===== src/rtl/lmlt_pkg.sv =====
// Shared types, constants and codes of the LCD mode and line timing block.
package lmlt_pkg;

   // Default timing of one frame.
   localparam int DefDotsPerLine  = 456;
   localparam int DefVisibleLines = 144;
   localparam int DefLastLine     = 153;

   // Field widths.
   localparam int DotW   = 9;
   localparam int LineW  = 8;
   localparam int ElapsW = 6;
   localparam int ModeW  = 2;

   // Mode thresholds, in dots from the start of the line.
   localparam int OamDots         = 80;
   localparam int OamTransferDots = 252;

   // Configuration register indexes.
   localparam logic [1:0] CsrCompareLine = 2'd0;
   localparam logic [1:0] CsrHblankIrqEn = 2'd1;
   localparam logic [1:0] CsrOamIrqEn    = 2'd2;
   localparam logic [1:0] CsrCoinIrqEn   = 2'd3;

   // Display modes.
   localparam logic [ModeW-1:0] ModeHblank   = 2'd0;
   localparam logic [ModeW-1:0] ModeVblank   = 2'd1;
   localparam logic [ModeW-1:0] ModeOam      = 2'd2;
   localparam logic [ModeW-1:0] ModeTransfer = 2'd3;

   // Configuration as seen by the timing core.
   typedef struct packed {
      logic [LineW-1:0] compare_line;
      logic             hblank_irq_enable;
      logic             oam_irq_enable;
      logic             coincidence_irq_enable;
   } cfg_type;

   // One result item.
   typedef struct packed {
      logic             frame_done;
      logic [LineW-1:0] finished_line;
      logic             line_done;
      logic             status_request;
      logic             vblank_request;
      logic             coincidence_flag;
      logic [LineW-1:0] current_line;
      logic [ModeW-1:0] lcd_mode;
   } result_type;

endpackage


===== src/rtl/lmlt_timing.sv =====
// Line timer, line counter, mode and request logic of the LCD timing block.
module lmlt_timing #(
   parameter int DOTS_PER_LINE = lmlt_pkg::DefDotsPerLine,
   parameter int VISIBLE_LINES = lmlt_pkg::DefVisibleLines,
   parameter int LAST_LINE     = lmlt_pkg::DefLastLine
) (
   input  logic                           clock,
   input  logic                           reset,
   input  logic                           step,
   input  logic [lmlt_pkg::ElapsW-1:0]    elapsed_dots,
   input  lmlt_pkg::cfg_type              cfg,
   output lmlt_pkg::result_type           result
);

   localparam int DotW  = lmlt_pkg::DotW;
   localparam int LineW = lmlt_pkg::LineW;
   localparam logic [DotW-1:0]  DotsReload = DotW'(DOTS_PER_LINE);
   localparam logic [DotW:0]    DotsWide   = (DotW+1)'(DOTS_PER_LINE);
   localparam logic [DotW:0]    OamAdd     = (DotW+1)'(lmlt_pkg::OamDots);
   localparam logic [DotW:0]    XferAdd    = (DotW+1)'(lmlt_pkg::OamTransferDots);
   localparam logic [LineW:0]   VisWide    = (LineW+1)'(VISIBLE_LINES);
   localparam logic [LineW:0]   LastWide   = (LineW+1)'(LAST_LINE);

   logic [DotW-1:0]           countdown_ff, countdown_in;
   logic [LineW-1:0]          line_ff, line_in;
   logic                      latch_ff, latch_in;
   logic [lmlt_pkg::ModeW-1:0] mode_ff, mode_in;

   logic [DotW-1:0]  cd_sub;
   logic [LineW:0]   next_line;
   logic             stat_mode;

   // Next state and result of one tick.
   always_comb begin
      cd_sub       = ({3'd0, elapsed_dots} >= countdown_ff) ?
                     '0 : countdown_ff - {3'd0, elapsed_dots};
      countdown_in = cd_sub;
      latch_in     = latch_ff;
      stat_mode    = 1'b0;
      mode_in      = mode_ff;
      next_line    = {1'b0, line_ff} + 1'b1;
      line_in      = line_ff;
      result       = '0;

      // Mode from the line and the timer after the subtraction.
      if ({1'b0, line_ff} >= VisWide) begin
         mode_in = lmlt_pkg::ModeVblank;
      end else if ({1'b0, cd_sub} + OamAdd >= DotsWide) begin
         mode_in   = lmlt_pkg::ModeOam;
         stat_mode = cfg.oam_irq_enable;
         latch_in  = 1'b1;
      end else if ({1'b0, cd_sub} + XferAdd >= DotsWide) begin
         mode_in  = lmlt_pkg::ModeTransfer;
         latch_in = 1'b0;
      end else begin
         mode_in   = lmlt_pkg::ModeHblank;
         stat_mode = !latch_ff && cfg.hblank_irq_enable;
         latch_in  = 1'b1;
      end

      // End of the line: reload the timer and advance the line counter.
      if (cd_sub == '0) begin
         countdown_in = DotsReload;
         if (next_line <= VisWide) begin
            result.line_done     = 1'b1;
            result.finished_line = line_ff;
         end
         if (next_line == VisWide) begin
            result.vblank_request = 1'b1;
            mode_in               = lmlt_pkg::ModeVblank;
         end
         if (next_line > LastWide || next_line[LineW]) begin
            line_in           = '0;
            result.frame_done = 1'b1;
         end else begin
            line_in = next_line[LineW-1:0];
         end
      end

      result.lcd_mode         = mode_in;
      result.current_line     = line_in;
      result.coincidence_flag = (line_in == cfg.compare_line);
      result.status_request   = stat_mode ||
                                (result.coincidence_flag && cfg.coincidence_irq_enable);
   end

   // Timing state, advanced once per tick.
   always_ff @(posedge clock) begin
      if (reset) begin
         countdown_ff <= DotsReload;
         line_ff      <= '0;
         latch_ff     <= 1'b0;
         mode_ff      <= lmlt_pkg::ModeHblank;
      end else if (step) begin
         countdown_ff <= countdown_in;
         line_ff      <= line_in;
         latch_ff     <= latch_in;
         mode_ff      <= mode_in;
      end
   end

endmodule


===== src/rtl/lcd_mode_and_line_timing.sv =====
// Top level of the LCD mode and line timing block.
// Each req item is one tick carrying the dot cycles elapsed since the last tick; it
// yields exactly one rsp item with the mode, the line after the tick and the request
// pulses. Items pass an input register, the timing update and a result register, so
// one item is taken every clock cycle while rsp_tready is high. The result is
// registered in the result register after the input register, and a stall on rsp
// holds it back. The combinational line and mode update sets that rate.
module lcd_mode_and_line_timing #(
   parameter int DOTS_PER_LINE = lmlt_pkg::DefDotsPerLine,
   parameter int VISIBLE_LINES = lmlt_pkg::DefVisibleLines,
   parameter int LAST_LINE     = lmlt_pkg::DefLastLine
) (
   input  logic        clock,
   input  logic        reset,
   // Input ticks; tdata: [5:0] elapsed_dots, [7:6] zero.
   input  logic        req_tvalid,
   output logic        req_tready,
   input  logic [7:0]  req_tdata,
   // Results; tdata: [1:0] lcd_mode, [9:2] current_line, [10] coincidence_flag,
   // [11] vblank_request, [12] status_request, [13] line_done,
   // [21:14] finished_line, [22] frame_done, [23] zero.
   output logic        rsp_tvalid,
   input  logic        rsp_tready,
   output logic [23:0] rsp_tdata,
   // Configuration writes.
   input  logic        csr_we,
   input  logic [1:0]  csr_index,
   input  logic [7:0]  csr_wdata
);

   localparam int ElapsW = lmlt_pkg::ElapsW;

   lmlt_pkg::cfg_type    cfg_ff;
   logic                 in_valid_ff;
   logic [ElapsW-1:0]    in_dots_ff;
   logic                 out_valid_ff;
   lmlt_pkg::result_type out_data_ff;
   lmlt_pkg::result_type result;
   logic                 out_free;
   logic                 step;

   // Handshake: the result register frees when taken, the input register when moved on.
   assign out_free   = !out_valid_ff || rsp_tready;
   assign step       = in_valid_ff && out_free;
   assign req_tready = !in_valid_ff || out_free;

   // Configuration registers.
   always_ff @(posedge clock) begin
      if (reset) begin
         cfg_ff <= '0;
      end else if (csr_we) begin
         case (csr_index)
            lmlt_pkg::CsrCompareLine: cfg_ff.compare_line           <= csr_wdata;
            lmlt_pkg::CsrHblankIrqEn: cfg_ff.hblank_irq_enable      <= csr_wdata[0];
            lmlt_pkg::CsrOamIrqEn:    cfg_ff.oam_irq_enable         <= csr_wdata[0];
            lmlt_pkg::CsrCoinIrqEn:   cfg_ff.coincidence_irq_enable <= csr_wdata[0];
            default: ;
         endcase
      end
   end

   // Input register.
   always_ff @(posedge clock) begin
      if (reset) begin
         in_valid_ff <= 1'b0;
      end else if (req_tready) begin
         in_valid_ff <= req_tvalid;
      end
   end

   always_ff @(posedge clock) begin
      if (req_tready && req_tvalid) begin
         in_dots_ff <= req_tdata[ElapsW-1:0];
      end
   end

   // Timing core.
   lmlt_timing #(
      .DOTS_PER_LINE (DOTS_PER_LINE),
      .VISIBLE_LINES (VISIBLE_LINES),
      .LAST_LINE     (LAST_LINE)
   ) u_timing (
      .clock        (clock),
      .reset        (reset),
      .step         (step),
      .elapsed_dots (in_dots_ff),
      .cfg          (cfg_ff),
      .result       (result)
   );

   // Result register.
   always_ff @(posedge clock) begin
      if (reset) begin
         out_valid_ff <= 1'b0;
      end else if (out_free) begin
         out_valid_ff <= in_valid_ff;
      end
   end

   always_ff @(posedge clock) begin
      if (step) begin
         out_data_ff <= result;
      end
   end

   assign rsp_tvalid = out_valid_ff;
   assign rsp_tdata  = {1'b0, out_data_ff};

   // A wrap always lands on line zero.
   a_frame_line: assert property (@(posedge clock) disable iff (reset)
      out_valid_ff && out_data_ff.frame_done |-> out_data_ff.current_line == '0)
      else $error("frame_done without line zero");

   // Entering vertical blank forces the vblank mode and reports line_done.
   a_vblank_mode: assert property (@(posedge clock) disable iff (reset)
      out_valid_ff && out_data_ff.vblank_request |->
         out_data_ff.lcd_mode == lmlt_pkg::ModeVblank && out_data_ff.line_done)
      else $error("vblank_request without vblank mode and line_done");

   // The finished line index is only reported with line_done.
   a_finished_zero: assert property (@(posedge clock) disable iff (reset)
      out_valid_ff && !out_data_ff.line_done |-> out_data_ff.finished_line == '0)
      else $error("finished_line set without line_done");

   // A stalled item in the input register stays there.
   a_hold_input: assert property (@(posedge clock) disable iff (reset)
      in_valid_ff && !out_free |=> in_valid_ff && $stable(in_dots_ff))
      else $error("input item lost while stalled");

endmodule

===== config.mk =====
export PLATFORM = sky130hd
export DESIGN_NAME = lcd_mode_and_line_timing
export DESIGN_NICKNAME = d
export VERILOG_FILES = /design/src/rtl/lmlt_pkg.sv /design/src/rtl/lmlt_timing.sv /design/src/rtl/lcd_mode_and_line_timing.sv
export SDC_FILE = /design/constraint.sdc
export NUM_CORES = 1
export LEC_CHECK = 0
export BUFFER_PORTS_ARGS = -buffer_cell sky130_fd_sc_hd__buf_2
export CAP_MARGIN = 15
export CORE_MARGIN = 8
export CORE_UTILIZATION = 53
export DETAILED_ROUTE_END_ITERATION = 10
export GPL_TIMING_DRIVEN = 0
export HOLD_SLACK_MARGIN = 0.03
export PLACE_DENSITY = 0.74
export SYNTH_ARGS = -nofsm -noshare
export SYNTH_HDL_FRONTEND = slang
export SYNTH_HIERARCHICAL = 1
export SYNTH_SLANG_ARGS = --single-unit

===== constraint.sdc =====
create_clock -name clock -period 3.95 [get_ports clock]
set_input_delay 0.1975 -clock clock [delete_from_list [all_inputs] [get_ports clock]]
set_output_delay 0.1975 -clock clock [all_outputs]
set_load 0.02 [all_outputs]

## Word level (Yosys, flattened, before mapping)

Index checks and enable logic that the tools add are counted.

| cells by class | value |
|---|---|
| mux-type cells | 17 |
| equal/unequal tests | 5 |
| bitwise logic cells | 1 |
| $lt $le $gt $ge | 6 |
| reduce and logical (&&, ||, !) cells | 19 |
| add/subtract/negate cells | 4 |

Operators by type and width:

| operator | count |
|---|---|
| >= comparator 10 x 9 -> 1 bit (second input constant) | 2 |
| 2-to-1 mux 9 bit | 2 |
| 2-to-1 mux 8 bit | 2 |
| AND reduction 2 bit | 6 |
| adder 9 x 7 -> 10 bit (second input constant) | 1 |
| adder 9 x 8 -> 10 bit (second input constant) | 1 |
| 2-to-1 mux 2 bit | 5 |
| adder 8 x 1 -> 9 bit (second input constant) | 1 |
| == test 9 x 8 -> 1 bit (second input constant) | 1 |
| >= comparator 6 x 9 -> 1 bit | 1 |
| > comparator 9 x 8 -> 1 bit (second input constant) | 1 |
| less-or-equal comparator 9 x 8 -> 1 bit (second input constant) | 1 |
| zero test 9 bit | 1 |
| subtractor 9 x 6 -> 9 bit | 1 |
| == test 8 bit | 1 |
| >= comparator 8 bit (second input constant) | 1 |
| 2-to-1 mux 1 bit | 8 |
| == test 2 bit (second input constant) | 2 |
| logical AND 1 bit | 4 |
| logical OR 1 bit | 4 |
| zero test 1 bit | 3 |
| == test 2 x 1 -> 1 bit (second input constant) | 1 |
| zero test 2 bit | 1 |
| inverter 1 bit | 1 |

| word-level totals | value |
|---|---|
| flip-flop bits (word level) | 60 |
| output and inout bits | 26 |

## Longest topological paths before layout

| depth | value |
|---|---|
| word-level depth | 9 |
| depth in mapped cells | 19 |

## Hierarchy

The synthesis kept the hierarchy.

Modules (own cells, without submodules):

| module | cells an instance | times used | area an instance (sq um) |
|---|---|---|---|
| lmlt_timing | 314 | 1 | 2324.7 |
| lcd_mode_and_line_timing | 89 | 1 | 1466.4 |

## Worst setup path before layout

OpenSTA, ideal clock, no wires.

| path | value |
|---|---|
| kind | reg-to-reg |
| start | reg in_dots_ff[5] |
| end | reg out_data_ff, in the netlist rsp_tdata[12], data pin |
| clock period less this slack | 4.082 ns |
| data arrival time | 3.949 ns |
| buffers on the path | 2 |
| cell stages (with the launch flop) | 20 |
| data required time | 3.818 ns |
| setup time | 0.132 ns |
| slack | -0.132 ns |
| cell sequence | edfxtp_1 > inv_1 > ha_1 > buf_4 > a211oi_4 > nand2_1 > o22a_1 > nor3_1 > nor2_1 > inv_1 > ha_1 > nand2_1 > a211oi_2 > and4b_1 > buf_6 > nor3_2 > or3_1 > a221o_1 > nor4_2 > a22o_1 |

RTL lines:

| what | RTL line | source |
|---|---|---|
| start, declared | lcd_mode_and_line_timing.sv:35 | `logic [ElapsW-1:0] in_dots_ff;` |
| start signal, assigned | lcd_mode_and_line_timing.sv:73 | `in_dots_ff <= req_tdata[ElapsW-1:0];` |
| end signal, assigned | lcd_mode_and_line_timing.sv:102 | `out_data_ff <= result;` |
| end, declared | lcd_mode_and_line_timing.sv:37 | `lmlt_pkg::result_type out_data_ff;` |

==> results_dict.tcl <==
set metrics [dict create \
    final_cells 591 \
    synth_top_family_by_area "simple AND/OR/NAND/NOR gates" \
    p_per_area_nw_per_um2 352 \
    required_ns 4.16 \
    grt_max_degree 29 \
    area_growth_pct 25.0 \
    setup_violations 2 \
    cts_max_level 3 \
    path_class "reg -> reg" \
    final_cell_mix "buf_2, dfxtp_1, edfxtp_1" \
    yosysSeqAreaShare_pct 39.3 \
    maxCapViolations 0 \
    grt_pass1_vias 3285 \
    final_common_cell "buf_2" \
    postSynthAreaPerCell_um2 9.41 \
    r2r_cells 19 \
    fp.dieH_um 101 \
    hold_violations 0 \
    antenna_found_initial 0 \
    synth.net_count 440 \
    start_util_pct 53.4 \
    status "complete, but fails checks" \
    layout_setup_ws_ns -0.141 \
    dieArea_um2 10100 \
    pre_cts_ws_ns -0.654 \
    leakage_nw 1.90 \
    synth_compound_area_share_pct 20.4 \
    dr_total_vias 3489 \
    fin_nets 524 \
    chipWidth_um 101 \
    track_usage_pct 19.7 \
    slew_viol_final 0 \
    core_um2 7100 \
    dp.cells 547 \
    totalWireLength_mm 9.98 \
    cts_tree "built" \
    dr.first_iter.drc_count 300 \
    dr.pass1.iters 7 \
    syn-cell-area_um2 3790 \
    grt_setup_unrepaired "yes" \
    insertedDiodeCount 0 \
    cp_max_fo 7 \
    yosys_warnings 6 \
    synth_xor_area_share_pct 1.39 \
    synth-edff-count 29 \
    whs_path_depth 3 \
    violations "negative setup slack" \
    synthSimpleGateAreaFrac_pct 23.9 \
    cts_root_buffer "clkbuf_8" \
    synthCells 403 \
    cts.clk_slew.worst_paths_ns 0.07 \
    ys_ff_latch 60 \
    ys.flop_type "dfxtp_1" \
    globalplace.congestion 0.869 \
    fin_crit_ns 4.09 \
    synth.distinct_cells 78 \
    worstPathArrival_ns 4.30 \
    ir_drop_v 0.000253 \
    maxSlewHeadroom_pct 42.3 \
    portBuffers 45 \
    grt_pass1_wl_mm 15.8 \
    cts_made_buffers 9 \
    drc_errors 0 \
    async_flop_share_pct 0 \
    fin_skew_ns 0.00450 \
    via_per_inst 5.90 \
    postRouteAntennaNets 0 \
    clockBufferDepth 2 \
    clkLatencyLatePin_ns 0.34 \
    clock-sinks 60 \
    startpoint_type "flop" \
    worst_pin_slew_ns 0.858 \
    grt-ovfl-total 0 \
    period_share_pct 104 \
    worstHoldPathType "in -> reg" \
    n_fill_cell 573 \
    design.portCount 49 \
    drive_above_1_share_pct 27.6 \
    max_freq_mhz 244 \
    rows 31 \
    endpoint_kind "flop" \
    synthAdderAreaFrac_pct 4.82 \
    hpwl_mm 6.70 \
    avgRoutedWirePerCell_um 16.9 \
    muxShareOfSynthArea_pct 4.32 \
]
==> state kept, by name, indices dropped and copies added, names as in the netlist <==
register               cells
u_timing/line_ff           8
u_timing/countdown_ff      9
u_timing/latch_ff          1
rsp_tdata                 23
cfg_ff                    11
in_valid_ff                1
in_dots_ff                 6
rsp_tvalid                 1
==> power by group <==
group | switching, mW | internal (mW)
logic | 0.235 | 0.187
clock network | 0.254 | 0.288
registers | 0.0189 | 0.685
==> layer usage <==
layer  up-vias  routed length (um)  GRT usage, %  share of wire (%)
met5         -                   0             0                  0
li1       1658                   -             -                  -
met1      1644                4450          25.1                 45
met4         0                 170          8.49                1.7
met2       166                4600          31.1                 46
met3        21                 748          4.56                7.5
==> Yosys cell counts, drive strengths merged (7+ instances only) <==
library cell  number  share of area, %
mux2i             14               4.0
nand2b            26               4.3
clkbuf             7              0.69
a211oi             8               2.0
nor2              24               2.4
and2              13               2.1
o21ai             13               1.7
inv               24               2.4
a21oi             21               2.8
edfxtp            29                23
nor2b              7               1.2
o211ai             7               1.5
buf               15               2.7
nand3             19               2.5
ha                13               4.3
nand2             26               2.6
dfxtp             31                16
==> area by class of cell <==
cell class / count / area (um^2) / area share (%)
sequential: 60 / 1490 / 31.5
tap: 99 / 124 / 2.61
clock buffer: 9 / 124 / 2.61
clock inverter: 7 / 66.3 / 1.40
buffer: 22 / 139 / 2.93
inverter: 24 / 90.1 / 1.90
timing repair buffer: 72 / 460 / 9.71
multi-input combinational: 298 / 2240 / 47.4
==> cells by family after synthesis <==
family                   after synthesis
flip-flops                            60
AND/OR/NAND/NOR                      159
AO/OA/AOI/OAI                        102
multiplexers                          15
buffers and inverters                 46
XOR/XNOR                               6
other                                  1
adder cells (fa/ha/maj)               14
==> worst max-delay path, stage by stage (launching register included) <==
cell	delay, ns
edfxtp_1	0.38
inv_2	0.07
ha_4	0.19
buf_8	0.13
a211oi_4	0.25
nand2_1	0.10
o22a_2	0.28
nor3_4	0.20
nor2_4	0.07
inv_2	0.10
ha_4	0.16
nand2_2	0.05
a211oi_2	0.24
and4b_2	0.31
buf_6	0.14
nor3_4	0.04
or3_1	0.38
a221o_1	0.34
nor4_4	0.32
a22o_1	0.19
==> repair_timing <==
| action | CTS | global route |
|---|---|---|
| gates cloned | 0 | 2 |
| gates resized for setup | 19 | 14 |
| endpoints found under the hold margin | 6 | 0 |
| hold buffers | 6 | 0 |
| endpoints found under the setup margin | 22 | 11 |
| setup buffers | 5 | 14 |
| pin swaps | 8 | 17 |
==> per-stage QoR <==
stage | util, % | TNS [ns] | cell area, um^2 | power [mW] | hold slack, ns
3_5_place_dp | 58.4 | -4.49 | 4150 | 1.05 | 0.377
2_1_floorplan | - | 0 | 3800 | 0.967 | 0.296
6_report | 66.8 | -0.246 | 4740 | 1.67 | 0.106
5_1_grt | 66.8 | -0.627 | 4740 | 1.75 | 0.121
4_1_cts | 63.7 | 0 | 4520 | 1.61 | 0.0908
3_3_place_gp | 58.4 | -3.58 | 4150 | 1.04 | 0.375
==> final timing paths <==
| path | startpoint | slack [ns] | to |
|---|---|---|---|
| setup / recovery | in_dots_ff[5] | -0.14 | rsp_tdata[12] |
| hold reg to reg | in_valid_ff | 0.47 | rsp_tvalid |
| hold / removal | csr_wdata[4] | 0.11 | cfg_ff[7] |
| setup reg to reg | in_dots_ff[5] | -0.14 | rsp_tdata[12] |
No activity file was read; power rests on OpenSTA's default activity.
